==> src/hdl/cau_pkg.sv <==
// Shared types, codes and widths of the complex arithmetic unit.
`default_nettype none
package cau_pkg;
	localparam int FIELD_W   = 32;
	localparam int ACT_W     = 3;
	localparam int STAT_W    = 2;
	localparam int PROD_W    = 64;
	localparam int MAG_W     = 65;
	localparam int DEN_W     = 64;
	localparam int QBITS     = 34;
	localparam int SREM_W    = 35;
	localparam int LATENCY   = QBITS + 4;
	localparam int DEF_DATA_WIDTH = 32;
	localparam int DEF_FRAC_BITS  = 16;

	localparam logic [ACT_W-1:0] ACT_ADD = 3'd0;
	localparam logic [ACT_W-1:0] ACT_SUB = 3'd1;
	localparam logic [ACT_W-1:0] ACT_MUL = 3'd2;
	localparam logic [ACT_W-1:0] ACT_DIV = 3'd3;
	localparam logic [ACT_W-1:0] ACT_MAG = 3'd4;
	localparam logic [ACT_W-1:0] ACT_NEG = 3'd5;

	localparam logic [STAT_W-1:0] ST_OK   = 2'd0;
	localparam logic [STAT_W-1:0] ST_SAT  = 2'd1;
	localparam logic [STAT_W-1:0] ST_DIV0 = 2'd2;

	localparam logic [1:0] KIND_DIRECT = 2'd0;
	localparam logic [1:0] KIND_DIV    = 2'd1;
	localparam logic [1:0] KIND_SQRT   = 2'd2;

	typedef struct packed {
		logic [1:0]        kind;
		logic              dz;
		logic              re_neg;
		logic              im_neg;
		logic [MAG_W-1:0]  re_mag;
		logic [MAG_W-1:0]  im_mag;
		logic [DEN_W-1:0]  den;
		logic [DEN_W-1:0]  re_rem;
		logic [DEN_W-1:0]  im_rem;
		logic [QBITS-1:0]  re_q;
		logic [QBITS-1:0]  im_q;
		logic              re_ovf;
		logic              im_ovf;
		logic [DEN_W-1:0]  sq;
		logic [SREM_W-1:0] sq_rem;
		logic [QBITS-1:0]  root;
	} lane_t;

	function automatic logic [MAG_W-1:0] abs_mag(input logic signed [MAG_W-1:0] v);
		abs_mag = v[MAG_W-1] ? MAG_W'(-v) : MAG_W'(v);
	endfunction
endpackage
`default_nettype wire

==> src/hdl/cau_cell.sv <==
// One cell: a quotient bit for both parts and one root bit.
`default_nettype none
module cau_cell #(
	parameter int STEP      = 0,
	parameter int FRAC_BITS = cau_pkg::DEF_FRAC_BITS
) (
	input  logic           clk,
	input  logic           arst_n,
	input  logic           valid_i,
	input  cau_pkg::lane_t lane_i,
	output logic           valid_o,
	output cau_pkg::lane_t lane_o
);
	localparam int DW = cau_pkg::DEN_W;
	localparam int SW = cau_pkg::SREM_W;

	logic          re_nbit, im_nbit;
	logic [1:0]    sbits;
	logic [DW:0]   re_tr, im_tr, den_x;
	logic          re_ge, im_ge, s_ge;
	logic [SW+1:0] s_tr, s_t;
	logic          valid_q;
	cau_pkg::lane_t lane_d, lane_q;

	if (STEP >= FRAC_BITS) begin : g_num
		assign re_nbit = lane_i.re_mag[STEP-FRAC_BITS];
		assign im_nbit = lane_i.im_mag[STEP-FRAC_BITS];
	end else begin : g_frac
		assign re_nbit = 1'b0;
		assign im_nbit = 1'b0;
	end

	if (2*STEP+1 < DW) begin : g_sq
		assign sbits = lane_i.sq[2*STEP+1 -: 2];
	end else begin : g_pad
		assign sbits = 2'b00;
	end

	assign den_x = {1'b0, lane_i.den};
	assign re_tr = {lane_i.re_rem, re_nbit};
	assign im_tr = {lane_i.im_rem, im_nbit};
	assign re_ge = (re_tr >= den_x);
	assign im_ge = (im_tr >= den_x);

	assign s_tr = {lane_i.sq_rem, sbits};
	assign s_t  = (SW+2)'({lane_i.root, 2'b01});
	assign s_ge = (s_tr >= s_t);

	always_ff @(posedge clk or negedge arst_n) begin
		if (!arst_n) begin
			valid_q <= 1'b0;
		end else begin
			valid_q <= valid_i;
		end
	end

	always_comb begin
		lane_d        = lane_i;
		lane_d.re_rem = re_ge ? DW'(re_tr - den_x) : re_tr[DW-1:0];
		lane_d.im_rem = im_ge ? DW'(im_tr - den_x) : im_tr[DW-1:0];
		lane_d.re_q   = {lane_i.re_q[cau_pkg::QBITS-2:0], re_ge};
		lane_d.im_q   = {lane_i.im_q[cau_pkg::QBITS-2:0], im_ge};
		lane_d.sq_rem = s_ge ? SW'(s_tr - s_t) : s_tr[SW-1:0];
		lane_d.root   = {lane_i.root[cau_pkg::QBITS-2:0], s_ge};
	end

	always_ff @(posedge clk) begin
		lane_q <= lane_d;
	end

	assign valid_o = valid_q;
	assign lane_o  = lane_q;
endmodule
`default_nettype wire

==> config.mk <==
export PLATFORM = sky130hd
export DESIGN_NAME = cau_cell
export DESIGN_NICKNAME = d
export VERILOG_FILES = /design/src/hdl/cau_pkg.sv /design/src/hdl/cau_cell.sv
export SDC_FILE = /design/constraint.sdc
export NUM_CORES = 1
export LEC_CHECK = 0
export CAP_MARGIN = 25
export CELL_PAD_IN_SITES_DETAIL_PLACEMENT = 1
export CELL_PAD_IN_SITES_GLOBAL_PLACEMENT = 2
export CORE_AREA = 4 4 412 414
export DETAILED_ROUTE_END_ITERATION = 7
export DIE_AREA = 0 0 416 418
export DONT_BUFFER_PORTS = 1
export GPL_TIMING_DRIVEN = 0
export PLACE_DENSITY_LB_ADDON = 0.1
export SLEW_MARGIN = 25
export SYNTH_ARGS = -nofsm -noshare
export SYNTH_HDL_FRONTEND = slang
export SYNTH_SLANG_ARGS = --single-unit
==> constraint.sdc <==
create_clock -name clk -period 0.8 [get_ports clk]
set_input_delay 0.2 -clock clk [delete_from_list [all_inputs] [get_ports clk]]
set_output_delay 0.2 -clock clk [all_outputs]
set_load 0.05 [all_outputs]
==> impl_metrics.json <==
{
  "cts-root-buf": "clkbuf_16",
  "first_iter_violations": 772,
  "numCtsBuffers": 68,
  "swShare_pct": 38.3,
  "grt_pass1_vias": 22200,
  "drive_gt1_share_pct": 18.9,
  "p_switching_mw": 35.8,
  "ir_drop_uv": 1460,
  "timing.final.ws_setup_ns": -2.33,
  "grt_usage_pct": 17.1,
  "wl_per_cell_um": 29.9,
  "syn2layout_area_growth_pct": 65.9,
  "crit_path_frequent_cell": "o21ai_4",
  "die-area_um2": 174000,
  "async_reset_ff_share_pct": 0.188,
  "clock-sinks": 531,
  "pwr-share-clk_pct": 33.8,
  "die_h_um": 418,
  "crit_path_top_delay_cell": "a211oi_4",
  "cp.required_ns": 1.35,
  "grt_max_degree": 14,
  "drcViolationCount": 0,
  "violations": "hold timing, setup timing",
  "place_inst": 4432,
  "dp_hpwl_mm": 127,
  "grt_setup_unrepaired": "yes",
  "crit_family": "compound AO/OA/AOI/OAI gates",
  "grt.overflow.total": 0,
  "synth_enable_flop_cells": 0,
  "slew-limit-headroom_pct": 26.7,
  "start_util_pct": 13.5,
  "syn-num-nets": 2926,
  "end_kind": "flip-flop",
  "seq_area_frac_synth_pct": 47.2,
  "antenna_found_initial": 46,
  "grt_pass1_wl_mm": 205,
  "status": "complete, but fails checks",
  "max_stage_delay_ns": 0.41,
  "intPower_mw": 57.8,
  "place_congestion": 0.792,
  "finalHoldWorstSlack_ns": -0.448,
  "synth.area.top_cells": "dfxtp_1, ha_1, mux2_2",
  "core_area_um2": 166000,
  "final_nets": 3718,
  "synth_largest_type_area_fraction_pct": 47.1,
  "max_freq_mhz": 320,
  "netlist_instances": 2227,
  "clock_path_buffers": 3,
  "netlist_area_um2": 22500,
  "critPathLaunchType": "input port",
  "power_frac_seq_pct": 44.8,
  "combPwrFrac_pct": 21.4,
  "p_leak_nw": 15.5,
  "ant_nets": 0,
  "report.final.slew_viol_count": 0,
  "fin_crit_ns": 3.13,
  "instances_no_fill": 5293,
  "tightest_slew_ns": 1.10,
  "viasPerCell": 3.85,
  "finish.utilization_pct": 22.5,
  "syn_avg_cell_area_um2": 10.1,
  "htreeDepth": 3,
  "crit_type": "in -> reg",
  "row_count": 150,
  "via_count": 20400,
  "drt-total-wl_mm": 158,
  "cts_tree": "done",
  "yosys_warnings": 0,
  "critical_path_buf_inv_count": 5,
  "worstPathArrival_ns": 3.68,
  "drt_pre_antenna_iters": 4,
  "power_density_nw_per_um2": 2500,
  "finalHoldViolCount": 13,
  "hp-class": "in -> reg",
  "die_w_um": 416,
  "synth_cell_types": 81,
  "io_pins": 1064,
  "yosys.area.top_type": "dfxtp_1",
  "path_max_fanout": 9,
  "synth_ff_type": "dfxtp_1",
  "finalSetupViolCount": 697,
  "port_buffers": 0,
  "path_cells": "clkinvlp_4, buf_6, ha_4, o21ai_4, a211oi_2, o31ai_4, a211oi_4, and3_4, o21ai_4, a21boi_4, buf_12, o2111a_2, o32ai_4, bufinv_16, clkbuf_16, mux2_4",
  "path_clk_slew_ns": 0.06,
  "min_period_over_period_pct": 391,
  "drv_cap": 0,
  "ys_ff_latch": 531
}
cell families after synthesis:
group           share of synthesized area [%]
xor+xnor                                 5.87
simple gates                             8.56
fa+ha+maj                                9.29
buf+inv                                  4.49
mux                                      7.98
flops                                    47.2
compound gates                           16.6
synth_stat cells (6+ instances only):
cell type	count
dfxtp_1	530
a21oi_1	189
inv_1	165
ha_1	164
nand2_1	128
xnor2_1	100
mux2_2	99
nor2_1	98
o21ai_0	82
a21o_1	77
clkbuf_1	56
mux2_1	54
nand4_1	52
xor2_1	51
o21bai_1	42
nand3_1	34
o21a_1	30
a31oi_1	21
a211oi_1	19
nor3_1	19
a21boi_0	16
o31ai_1	16
nor4_1	13
buf_6	12
and3_1	11
nor2b_1	11
o211ai_1	11
and2_1	10
nand2b_1	10
a41oi_1	7
buf_2	7
or3_1	7
mux2i_1	6
worst paths after layout:
path	slack (ns)	from	depth (start not counted)	end
worst min-delay path	-0.45	lane_i[335]	0	lane_o[335]
worst max-delay path	-2.33	lane_i[336]	16	lane_o[309]
min in group asynchronous	0.47	arst_n	2	valid_o
max in group asynchronous	0.12	arst_n	2	valid_o
power by group through the flow:
stage	Sequential, mW	Clock, mW	Combinational (mW)
2_1_floorplan	40.8	0	9.54
3_3_place_gp	42.8	0	14.2
3_5_place_dp	42.6	0	14.1
4_1_cts	42.1	32.9	18.2
5_1_grt	42.0	33.7	21.7
6_report	41.9	31.6	20.0
layout make-up:
type / count / area [um^2]
multi-input cells: 1454 / 12800
inverters: 166 / 736
clock inverters: 34 / 434
fillers: 18800 / 129000
diodes: 22 / 55.1
plain buffers: 61 / 514
clock buffers: 84 / 1830
well taps: 2204 / 2760
flip-flops and latches: 531 / 10600
repair buffers: 736 / 7520
repair inverters: 1 / 30.0
timing repair:
item / in CTS / in global routing
resized for setup: 147 / 259
buffers inserted: 29 / 59
hold endpoints to repair: 529 / 51
gates cloned: 3 / 9
setup endpoints to repair: 697 / 697
hold buffers: 602 / 37
pin swaps: 30 / 61
state kept, by name, indices dropped and copies added, names as in the netlist:
register  cells
lane_o      530
valid_o       1
per-layer routing:
layer / vias to the layer above / GRT usage [%] / routed length (um)
li1: 9457 / - / -
met1: 10000 / 18.5 / 60500
met2: 709 / 31.6 / 82400
met3: 183 / 5.05 / 9560
met4: 22 / 6.13 / 5530
met5: - / 0 / 134
metrics by stage:
step | instance area, um^2 | total power [mW] | hold slack (ns) | TNS, ns | setup WS, ns
3_3_place_gp | 26000 | 56.9 | -0.0934 | -681.43 | -4.98
5_1_grt | 37300 | 97.4 | -0.510 | -794.31 | -2.39
3_5_place_dp | 26100 | 56.8 | -0.0936 | -592.59 | -4.34
2_1_floorplan | 23300 | 50.3 | -0.0956 | -322.28 | -2.10
6_report | 37400 | 93.5 | -0.448 | -745.11 | -2.33
4_1_cts | 35400 | 93.3 | -0.545 | -798.71 | -2.28
placed cells by master, fill, tap and decap left out, types with 11 or more instances in the layout:
| master | synthesis | final |
|---|---|---|
| dlygate4sd3_1 | 0 | 619 |
| dfxtp_1 | 530 | 530 |
| a21oi_1 | 189 | 158 |
| mux2_4 | 1 | 147 |
| inv_1 | 165 | 144 |
| ha_1 | 164 | 128 |
| nand2_1 | 128 | 120 |
| xnor2_1 | 100 | 100 |
| nor2_1 | 98 | 92 |
| clkbuf_16 | 0 | 77 |
| a21o_1 | 77 | 76 |
| o21ai_0 | 82 | 68 |
| buf_4 | 0 | 68 |
| nand4_1 | 52 | 52 |
| xor2_1 | 51 | 51 |
| clkbuf_1 | 56 | 50 |
| o21bai_1 | 42 | 40 |
| nand3_1 | 34 | 32 |
| ha_4 | 0 | 31 |
| o21a_1 | 30 | 28 |
| buf_12 | 0 | 24 |
| a21oi_2 | 0 | 23 |
| diode_2 | 0 | 22 |
| nor3_1 | 19 | 15 |
| o21ai_1 | 2 | 13 |
| a31oi_1 | 21 | 13 |
| o31ai_1 | 16 | 13 |
| a211oi_1 | 19 | 12 |
| clkinvlp_4 | 0 | 11 |
| o211ai_1 | 11 | 11 |
| buf_6 | 12 | 11 |
Note: power is estimated with default switching activity, not from simulation.
