[config.mk]
export PLATFORM = sky130hd
export DESIGN_NAME = cau_pack
export DESIGN_NICKNAME = d
export VERILOG_FILES = /design/src/hdl/cau_pkg.sv /design/src/hdl/cau_pack.sv
export SDC_FILE = /design/constraint.sdc
export NUM_CORES = 1
export LEC_CHECK = 0
export BUFFER_PORTS_ARGS = -buffer_cell sky130_fd_sc_hd__buf_2
export CORE_AREA = 2 2 236 238
export DETAILED_ROUTE_END_ITERATION = 10
export DIE_AREA = 0 0 238 240
export MAX_ROUTING_LAYER = met4
export PLACE_DENSITY = 0.38
export SKIP_CTS_REPAIR_TIMING = 1
export SYNTH_ARGS = -nofsm -noshare
export SYNTH_HDL_FRONTEND = slang
export SYNTH_SLANG_ARGS = --single-unit
[constraint.sdc]
create_clock -name clk -period 0.8 [get_ports clk]
set_input_delay 0.12 -clock clk [delete_from_list [all_inputs] [get_ports clk]]
set_output_delay 0.12 -clock clk [all_outputs]
set_load 0.05 [all_outputs]
[src/hdl/cau_pkg.sv]
// Shared types, codes and widths of the complex arithmetic unit.
`default_nettype none
package cau_pkg;
	localparam int FIELD_W   = 32;
	localparam int ACT_W     = 3;
	localparam int STAT_W    = 2;
	localparam int PROD_W    = 64;
	localparam int MAG_W     = 65;
	localparam int DEN_W     = 64;
	localparam int QBITS     = 34;
	localparam int SREM_W    = 35;
	localparam int LATENCY   = QBITS + 4;
	localparam int DEF_DATA_WIDTH = 32;
	localparam int DEF_FRAC_BITS  = 16;

	localparam logic [ACT_W-1:0] ACT_ADD = 3'd0;
	localparam logic [ACT_W-1:0] ACT_SUB = 3'd1;
	localparam logic [ACT_W-1:0] ACT_MUL = 3'd2;
	localparam logic [ACT_W-1:0] ACT_DIV = 3'd3;
	localparam logic [ACT_W-1:0] ACT_MAG = 3'd4;
	localparam logic [ACT_W-1:0] ACT_NEG = 3'd5;

	localparam logic [STAT_W-1:0] ST_OK   = 2'd0;
	localparam logic [STAT_W-1:0] ST_SAT  = 2'd1;
	localparam logic [STAT_W-1:0] ST_DIV0 = 2'd2;

	localparam logic [1:0] KIND_DIRECT = 2'd0;
	localparam logic [1:0] KIND_DIV    = 2'd1;
	localparam logic [1:0] KIND_SQRT   = 2'd2;

	typedef struct packed {
		logic [1:0]        kind;
		logic              dz;
		logic              re_neg;
		logic              im_neg;
		logic [MAG_W-1:0]  re_mag;
		logic [MAG_W-1:0]  im_mag;
		logic [DEN_W-1:0]  den;
		logic [DEN_W-1:0]  re_rem;
		logic [DEN_W-1:0]  im_rem;
		logic [QBITS-1:0]  re_q;
		logic [QBITS-1:0]  im_q;
		logic              re_ovf;
		logic              im_ovf;
		logic [DEN_W-1:0]  sq;
		logic [SREM_W-1:0] sq_rem;
		logic [QBITS-1:0]  root;
	} lane_t;

	function automatic logic [MAG_W-1:0] abs_mag(input logic signed [MAG_W-1:0] v);
		abs_mag = v[MAG_W-1] ? MAG_W'(-v) : MAG_W'(v);
	endfunction
endpackage
`default_nettype wire

[src/hdl/cau_pack.sv]
// Output stage: result selection, saturation and status.
`default_nettype none
module cau_pack #(
	parameter int DATA_WIDTH = cau_pkg::DEF_DATA_WIDTH
) (
	input  logic                                clk,
	input  logic                                arst_n,
	input  logic                                valid_i,
	input  cau_pkg::lane_t                      lane_i,
	output logic                                done,
	output logic signed [cau_pkg::FIELD_W-1:0]  res_re,
	output logic signed [cau_pkg::FIELD_W-1:0]  res_im,
	output logic [cau_pkg::STAT_W-1:0]          status
);
	localparam int MW   = cau_pkg::MAG_W;
	localparam int WEFF = (DATA_WIDTH > cau_pkg::FIELD_W) ? cau_pkg::FIELD_W : DATA_WIDTH;
	localparam logic [MW-1:0] HALF = MW'(1) << (WEFF - 1);

	logic [MW-1:0] m_re, m_im, lim_re, lim_im, c_re, c_im;
	logic          n_re, n_im, sat_re, sat_im, dz;
	logic [cau_pkg::FIELD_W-1:0] v_re, v_im;
	logic [cau_pkg::STAT_W-1:0]  st;
	logic          done_q;

	always_comb begin
		n_re = lane_i.re_neg;
		n_im = lane_i.im_neg;
		dz   = 1'b0;
		case (lane_i.kind)
			cau_pkg::KIND_DIV: begin
				dz   = lane_i.dz;
				m_re = lane_i.re_ovf ? '1 : MW'(lane_i.re_q);
				m_im = lane_i.im_ovf ? '1 : MW'(lane_i.im_q);
				if (lane_i.dz) begin
					m_re = '0;
					m_im = '0;
				end
			end
			cau_pkg::KIND_SQRT: begin
				n_re = 1'b0;
				n_im = 1'b0;
				m_re = MW'(lane_i.root);
				m_im = '0;
			end
			default: begin
				m_re = lane_i.re_mag;
				m_im = lane_i.im_mag;
			end
		endcase
		lim_re = n_re ? HALF : HALF - MW'(1);
		lim_im = n_im ? HALF : HALF - MW'(1);
		sat_re = (m_re > lim_re);
		sat_im = (m_im > lim_im);
		c_re   = sat_re ? lim_re : m_re;
		c_im   = sat_im ? lim_im : m_im;
		v_re   = n_re ? -c_re[cau_pkg::FIELD_W-1:0] : c_re[cau_pkg::FIELD_W-1:0];
		v_im   = n_im ? -c_im[cau_pkg::FIELD_W-1:0] : c_im[cau_pkg::FIELD_W-1:0];
		if (dz)
			st = cau_pkg::ST_DIV0;
		else if (sat_re || sat_im)
			st = cau_pkg::ST_SAT;
		else
			st = cau_pkg::ST_OK;
	end

	always_ff @(posedge clk or negedge arst_n) begin
		if (!arst_n) begin
			done_q <= 1'b0;
		end else begin
			done_q <= valid_i;
		end
	end

	always_ff @(posedge clk) begin
		res_re <= v_re;
		res_im <= v_im;
		status <= st;
	end

	assign done = done_q;
endmodule
`default_nettype wire

==> results_dict.tcl, run 1 <==
set metrics [dict create \
    synth-edff-count 0 \
    first_pass_iters 5 \
    drc 0 \
    overflow 0 \
    worstPathArrival_ns 4.43 \
    areaGrowthSynthToFinish_pct 79.1 \
    yosysWarnings 0 \
    drive_above_1_share_pct 48.6 \
    cts_buffers 9 \
    tritoncts "done" \
    wl_per_cell_um 18.4 \
    std_cell_rows 86 \
    critPathBufInv 7 \
    htree_levels 3 \
    num_vias 9580 \
    final_cells 2238 \
    crit_fanout 8 \
    report.final.slew_viol_count 0 \
    end_kind "flip-flop" \
    timing.final.ws_setup_ns -3.37 \
    wl_mm 41.1 \
    max-cap-violations 0 \
    violations "setup timing" \
    core_area_mm2 0.0547 \
    worstSetupPathType "input port to flip-flop" \
    synth_area_mm2 0.00708 \
    synth_common_cells "119 x o21ai_0, 100 x nor2_1, 96 x a21oi_1, 95 x nand2_1, 68 x ha_1" \
    status "finished, violations left" \
    vdd_drop_max_mv 1.17 \
    dp_slack_ns -4.02 \
    rsz0062_at_grt "true" \
    grt_max_degree 38 \
    antenna_found_initial 4 \
    pwr_density_cell_mw_per_mm2 1490 \
    vias_per_cell 4.28 \
    relSlewSlack_pct 40.9 \
    slowest_stage "a222oi_1" \
    grt_pass1_vias 9365 \
    crit_required_ns 1.06 \
    yosys-top-cells-area "dfxtp_1 19%, ha_1 12%, o21ai_0 8.4%" \
    fmax_mhz 240 \
    setup-violations-final 132 \
    die_area_mm2 0.0571 \
    synth_cells 996 \
    yosysSeqAreaShare_pct 19.0 \
    initial_utilization_pct 12.9 \
    clk_pin_slew_ns 0.06 \
    syn_nets 1597 \
    ys_dominant_reg_cell "dfxtp_1" \
    min_path_type "input port to asynchronous set/reset pin" \
    io_buffer_count 308 \
    clockBufferDepth 2 \
    dpl.hpwl_mm 34.2 \
    yosysTopAreaCell "dfxtp_1" \
    layout_min_cycle_time_ns 4.17 \
    slowest_delay_ns 0.40 \
    cts_num_sinks 67 \
    nets 2127 \
    hold_violations 0 \
    fillers 6111 \
    grt_usage_pct 14.0 \
    clock-root-buffer "clkbuf_16" \
    grt_pass1_wl_mm 57.5 \
    synthArstFlopShare_pct 1.49 \
    postRouteAntennaNets 0 \
    dieWidth_um 238 \
    post-place-cells 2198 \
    critPathLaunch "lane_i[528]" \
    timing.final.crit_share_pct 521 \
    p_leak_nw 5.69 \
    yosysMostFrequentCell "o21ai_0" \
    synth_area_per_cell_um2 7.11 \
    place_congestion 0.860 \
    io_pins 600 \
    chipHeight_um 240 \
    yosysTopAreaCellShare_pct 18.7 \
    cp_cell_sequence "buf_8 -> inv_8 -> ha_4 -> inv_4 -> buf_8 -> buf_12 -> nor2_2 -> a31oi_2 -> ha_1 -> nand3_4 -> a2111oi_4 -> buf_4 -> nand4_1 -> a222oi_1 -> and2_4 -> a21o_1 -> ha_4 -> nand3b_1 -> buf_6 -> or3_4 -> or3_4 -> a211oi_2 -> a21oi_2" \
    crit_family "simple AND/OR/NAND/NOR gates" \
    tightest_slew_ns 0.878 \
    yosys_register_bits 67 \
    synth.distinct_cells 77 \
    power.total_mw 18.9 \
    cp-start-kind "input port" \
    drt_iter0_drc 505 \
]
## sequential cells by signal, indices dropped and copies added, names as in the netlist
| signal | count |
|---|---|
| res_re | 32 |
| done | 1 |
| status | 2 |
| res_im | 32 |
## worst max path at each step
stage                             to  slack [ns]  cells after the start
after detailed placement  res_re[30]       -4.02                     23
after floorplan           res_im[26]       -4.01                     27
final                     res_re[16]       -3.37                     23
after global placement    res_re[30]       -3.95                     23
after CTS                 res_re[30]       -3.65                     23
after global routing      res_re[16]       -3.55                     22
## where the power goes
group / internal (mW) / leakage, nW / switching [mW]
clock: 2.43 / 0.142 / 1.92
sequential: 3.80 / 0.556 / 0.212
combinational: 4.46 / 4.99 / 6.03
total: 10.7 / 5.69 / 8.16
## cell type report
cell class                      count  area [um^2]  area share [%]
Inverter                           29          119           0.938
Antenna cell                        3         7.51          0.0592
Timing Repair Buffer              592         4140            32.6
Clock buffer                        9          225            1.78
Tap cell                          704          881            6.95
Clock inverter                      7         76.3           0.602
Sequential cell                    67         1370            10.8
Multi-Input combinational cell    827         5860            46.2
## kinds of logic (layout without fill, tap and decap cells)
group	count (synthesis)	in the layout	share of synthesized area (%)
AND/OR/NAND/NOR	374	374	27.4
AO/OA/AOI/OAI	359	359	31.4
XOR/XNOR	8	8	0.990
buffers and inverters	102	637	6.59
other	0	3	0
multiplexers	18	18	2.62
adder cells (fa/ha/maj)	68	68	12.0
flip-flops	67	67	19.0
## placed cells by master (no fill, tap or decap), types with 9 or more instances in the layout
cell type  instances
o21ai_2           13
clkbuf_16         10
o21ai_0           77
nand2b_1          25
a21oi_1           83
nand3_1           12
buf_12            11
buf_4            256
nor3_1            28
o21ai_1           38
a21oi_2           13
buf_8             23
dfxtp_2           20
ha_1              57
nor4_1            25
nor3b_1            9
nor2_1            94
a31oi_1           12
nand4_1           13
dfxtp_1           46
buf_2            284
inv_1             23
mux2i_1           13
and2_1            11
nand2_1           89
ha_4              11
a21o_1            10
buf_6             13
## metal layers
layer / routed length, um / up-vias / global-route usage, %
met1: 18200 / 4481 / 17.4
met2: 20000 / 298 / 23.7
met5: 0 / - / -
li1: - / 4773 / -
met3: 2300 / 28 / 2.39
met4: 514 / 0 / 3.18
## stage by stage
step	TNS (ns)	hold slack, ns	utilization [%]	instance area (um^2)
floorplan	-203.98	-0.176	-	7520
global placement	-214.08	-0.104	21.0	11500
detailed placement	-215.93	-0.103	21.0	11500
CTS	-211.49	-0.527	21.5	11800
global route	-206.53	0.0367	23.2	12700
finish	-191.13	0.0376	23.2	12700
Power figures use the tool's default switching activity.
==> run 2: changes to the inputs <==
--- a/config.mk
+++ b/config.mk
@@ -6,11 +6,13 @@
 export NUM_CORES = 1
 export LEC_CHECK = 0
 export BUFFER_PORTS_ARGS = -buffer_cell sky130_fd_sc_hd__buf_2
+export CELL_PAD_IN_SITES_DETAIL_PLACEMENT = 1
+export CELL_PAD_IN_SITES_GLOBAL_PLACEMENT = 1
 export CORE_AREA = 2 2 236 238
 export DETAILED_ROUTE_END_ITERATION = 10
 export DIE_AREA = 0 0 238 240
 export MAX_ROUTING_LAYER = met4
-export PLACE_DENSITY = 0.38
+export PLACE_DENSITY = 0.51
 export SKIP_CTS_REPAIR_TIMING = 1
 export SYNTH_ARGS = -nofsm -noshare
 export SYNTH_HDL_FRONTEND = slang
==> run 2 against run 1 <==
Effect of this change:
- the flow still finishes with violations (setup timing)
- worst setup slack got worse by 0.019 ns
- global-route usage increased by 0.81 points
- via count up 3.1%
- critical path depth shrank 1
- highest routed layer unchanged
==> results_dict.tcl, run 2 (same netlist as run 1, synthesis figures left out) <==
set metrics [dict create \
    status "finished, violations left" \
    violations "setup timing" \
    grt_usage_pct 14.8 \
    core_area_mm2 0.0547 \
    min_path_type "input port to asynchronous set/reset pin" \
    hold_violations 0 \
    tritoncts "done" \
    p_leak_nw 5.86 \
    worstSetupPathType "input port to flip-flop" \
    fmax_mhz 239 \
    hold_ws_ns 0.0226 \
    final_area_mm2 0.0131 \
    io_pins 600 \
    final_cell_mix "278 x buf_2, 274 x buf_4, 93 x nor2_1" \
    rsz0062_at_grt "true" \
    io_buffer_count 308 \
    worstPathArrival_ns 4.47 \
    wl_per_cell_um 19.5 \
    crit_required_ns 1.08 \
    final_common_cell "buf_2" \
    timing.final.crit_share_pct 523 \
    wl_mm 44.2 \
    final_cells 2263 \
    pwr_density_cell_mw_per_mm2 1490 \
    tns_ns -200.05 \
    final_util_pct 24.0 \
    reg.largest.list "res_im (32), res_re (32), status (2)" \
    initial_utilization_pct 12.9 \
    antenna_found_initial 6 \
    place_area_mm2 0.0116 \
    areaGrowthSynthToFinish_pct 85.1 \
    end_kind "flip-flop" \
    clock-root-buffer "clkbuf_16" \
    die_area_mm2 0.0571 \
    vias_per_cell 4.36 \
    vdd_drop_max_mv 1.06 \
    tightest_slew_ns 0.488 \
    drt_iter0_drc 457 \
    power.total_mw 19.5 \
    layout_min_cycle_time_ns 4.19 \
    place_congestion 0.879 \
    crit_fanout 8 \
    chipHeight_um 240 \
    cts_buffers 9 \
    report.final.slew_viol_count 0 \
    dpl.hpwl_mm 35.0 \
    num_vias 9875 \
    first_pass_iters 6 \
    cts_num_sinks 67 \
    dieWidth_um 238 \
    clk_pin_slew_ns 0.09 \
    std_cell_rows 86 \
    overflow 0 \
    grt_pass1_wl_mm 61.7 \
    grt_pass1_vias 10313 \
    max-cap-violations 0 \
    clockBufferDepth 2 \
    grt_max_degree 38 \
    relSlewSlack_pct 67.5 \
    drive_above_1_share_pct 49.7 \
    postRouteAntennaNets 0 \
    timing.final.ws_setup_ns -3.39 \
    nets 2150 \
    post-place-cells 2202 \
    drc 0 \
    setup-violations-final 132 \
    cp-start-kind "input port" \
    htree_levels 3 \
    dp_slack_ns -3.99 \
]
run 2: cell count changes in the layout (fill, tap and decap cells not counted), moves of 3 or more:
cell | before | now
buf_12 | 11 | 22
buf_8 | 23 | 18
o21ai_1 | 38 | 43
nor2_4 | 2 | 5
buf_4 | 256 | 274
nand2_4 | 1 | 4
buf_2 | 284 | 278
ha_1 | 57 | 53
clkbuf_16 | 10 | 13
buf_6 | 13 | 16
nand2_1 | 89 | 85
ha_4 | 11 | 15
o21ai_0 | 77 | 73
run 2: per-layer routing:
| metal | global-route usage, % | vias to the layer above | wire length (um) |
|---|---|---|---|
| li1 | - | 4821 | - |
| met1 | 18.0 | 4737 | 19700 |
| met2 | 25.5 | 281 | 21800 |
| met3 | 2.66 | 36 | 2110 |
| met4 | 3.35 | 0 | 617 |
| met5 | - | - | 0 |
run 2: worst max-delay path, cell delays in order:
cell      delay [ns]
buf_12          0.09
inv_8           0.03
ha_4            0.37
buf_12          0.18
buf_4           0.14
nand2b_1        0.08
and2_0          0.22
ha_1            0.33
a21oi_1         0.20
o21ai_0         0.14
a221oi_1        0.29
o21ai_0         0.19
o211ai_1        0.25
and2_4          0.21
a21o_1          0.16
ha_4            0.14
nand3b_1        0.12
buf_6           0.14
or3_4           0.40
or3_4           0.35
a211oi_4        0.25
a21oi_2         0.05
run 2: path summary, 6_finish.rpt:
kind | from | endpoint | slack [ns] | cells after the start
max in group asynchronous | arst_n | done | 0.70 | 2
worst min-delay path | arst_n | done | 0.02 | 2
min in group clk | lane_i[406] | res_im[11] | 0.24 | 4
worst max-delay path | lane_i[528] | res_re[16] | -3.39 | 22
run 2: area by class of cell:
class,count,area [um^2]
Antenna cell,5,12.5
Clock buffer,10,239
Clock inverter,6,40.0
Fill cell,6616,41600
Inverter,29,119
Multi-Input combinational cell,827,5970
Sequential cell,67,1370
Tap cell,704,881
Timing Repair Buffer,615,4470
run 2: report_power, final:
part	internal [mW]	switching, mW	total, mW
clock network	2.19	2.15	4.34
logic	4.83	6.28	11.1
registers	3.80	0.226	4.03
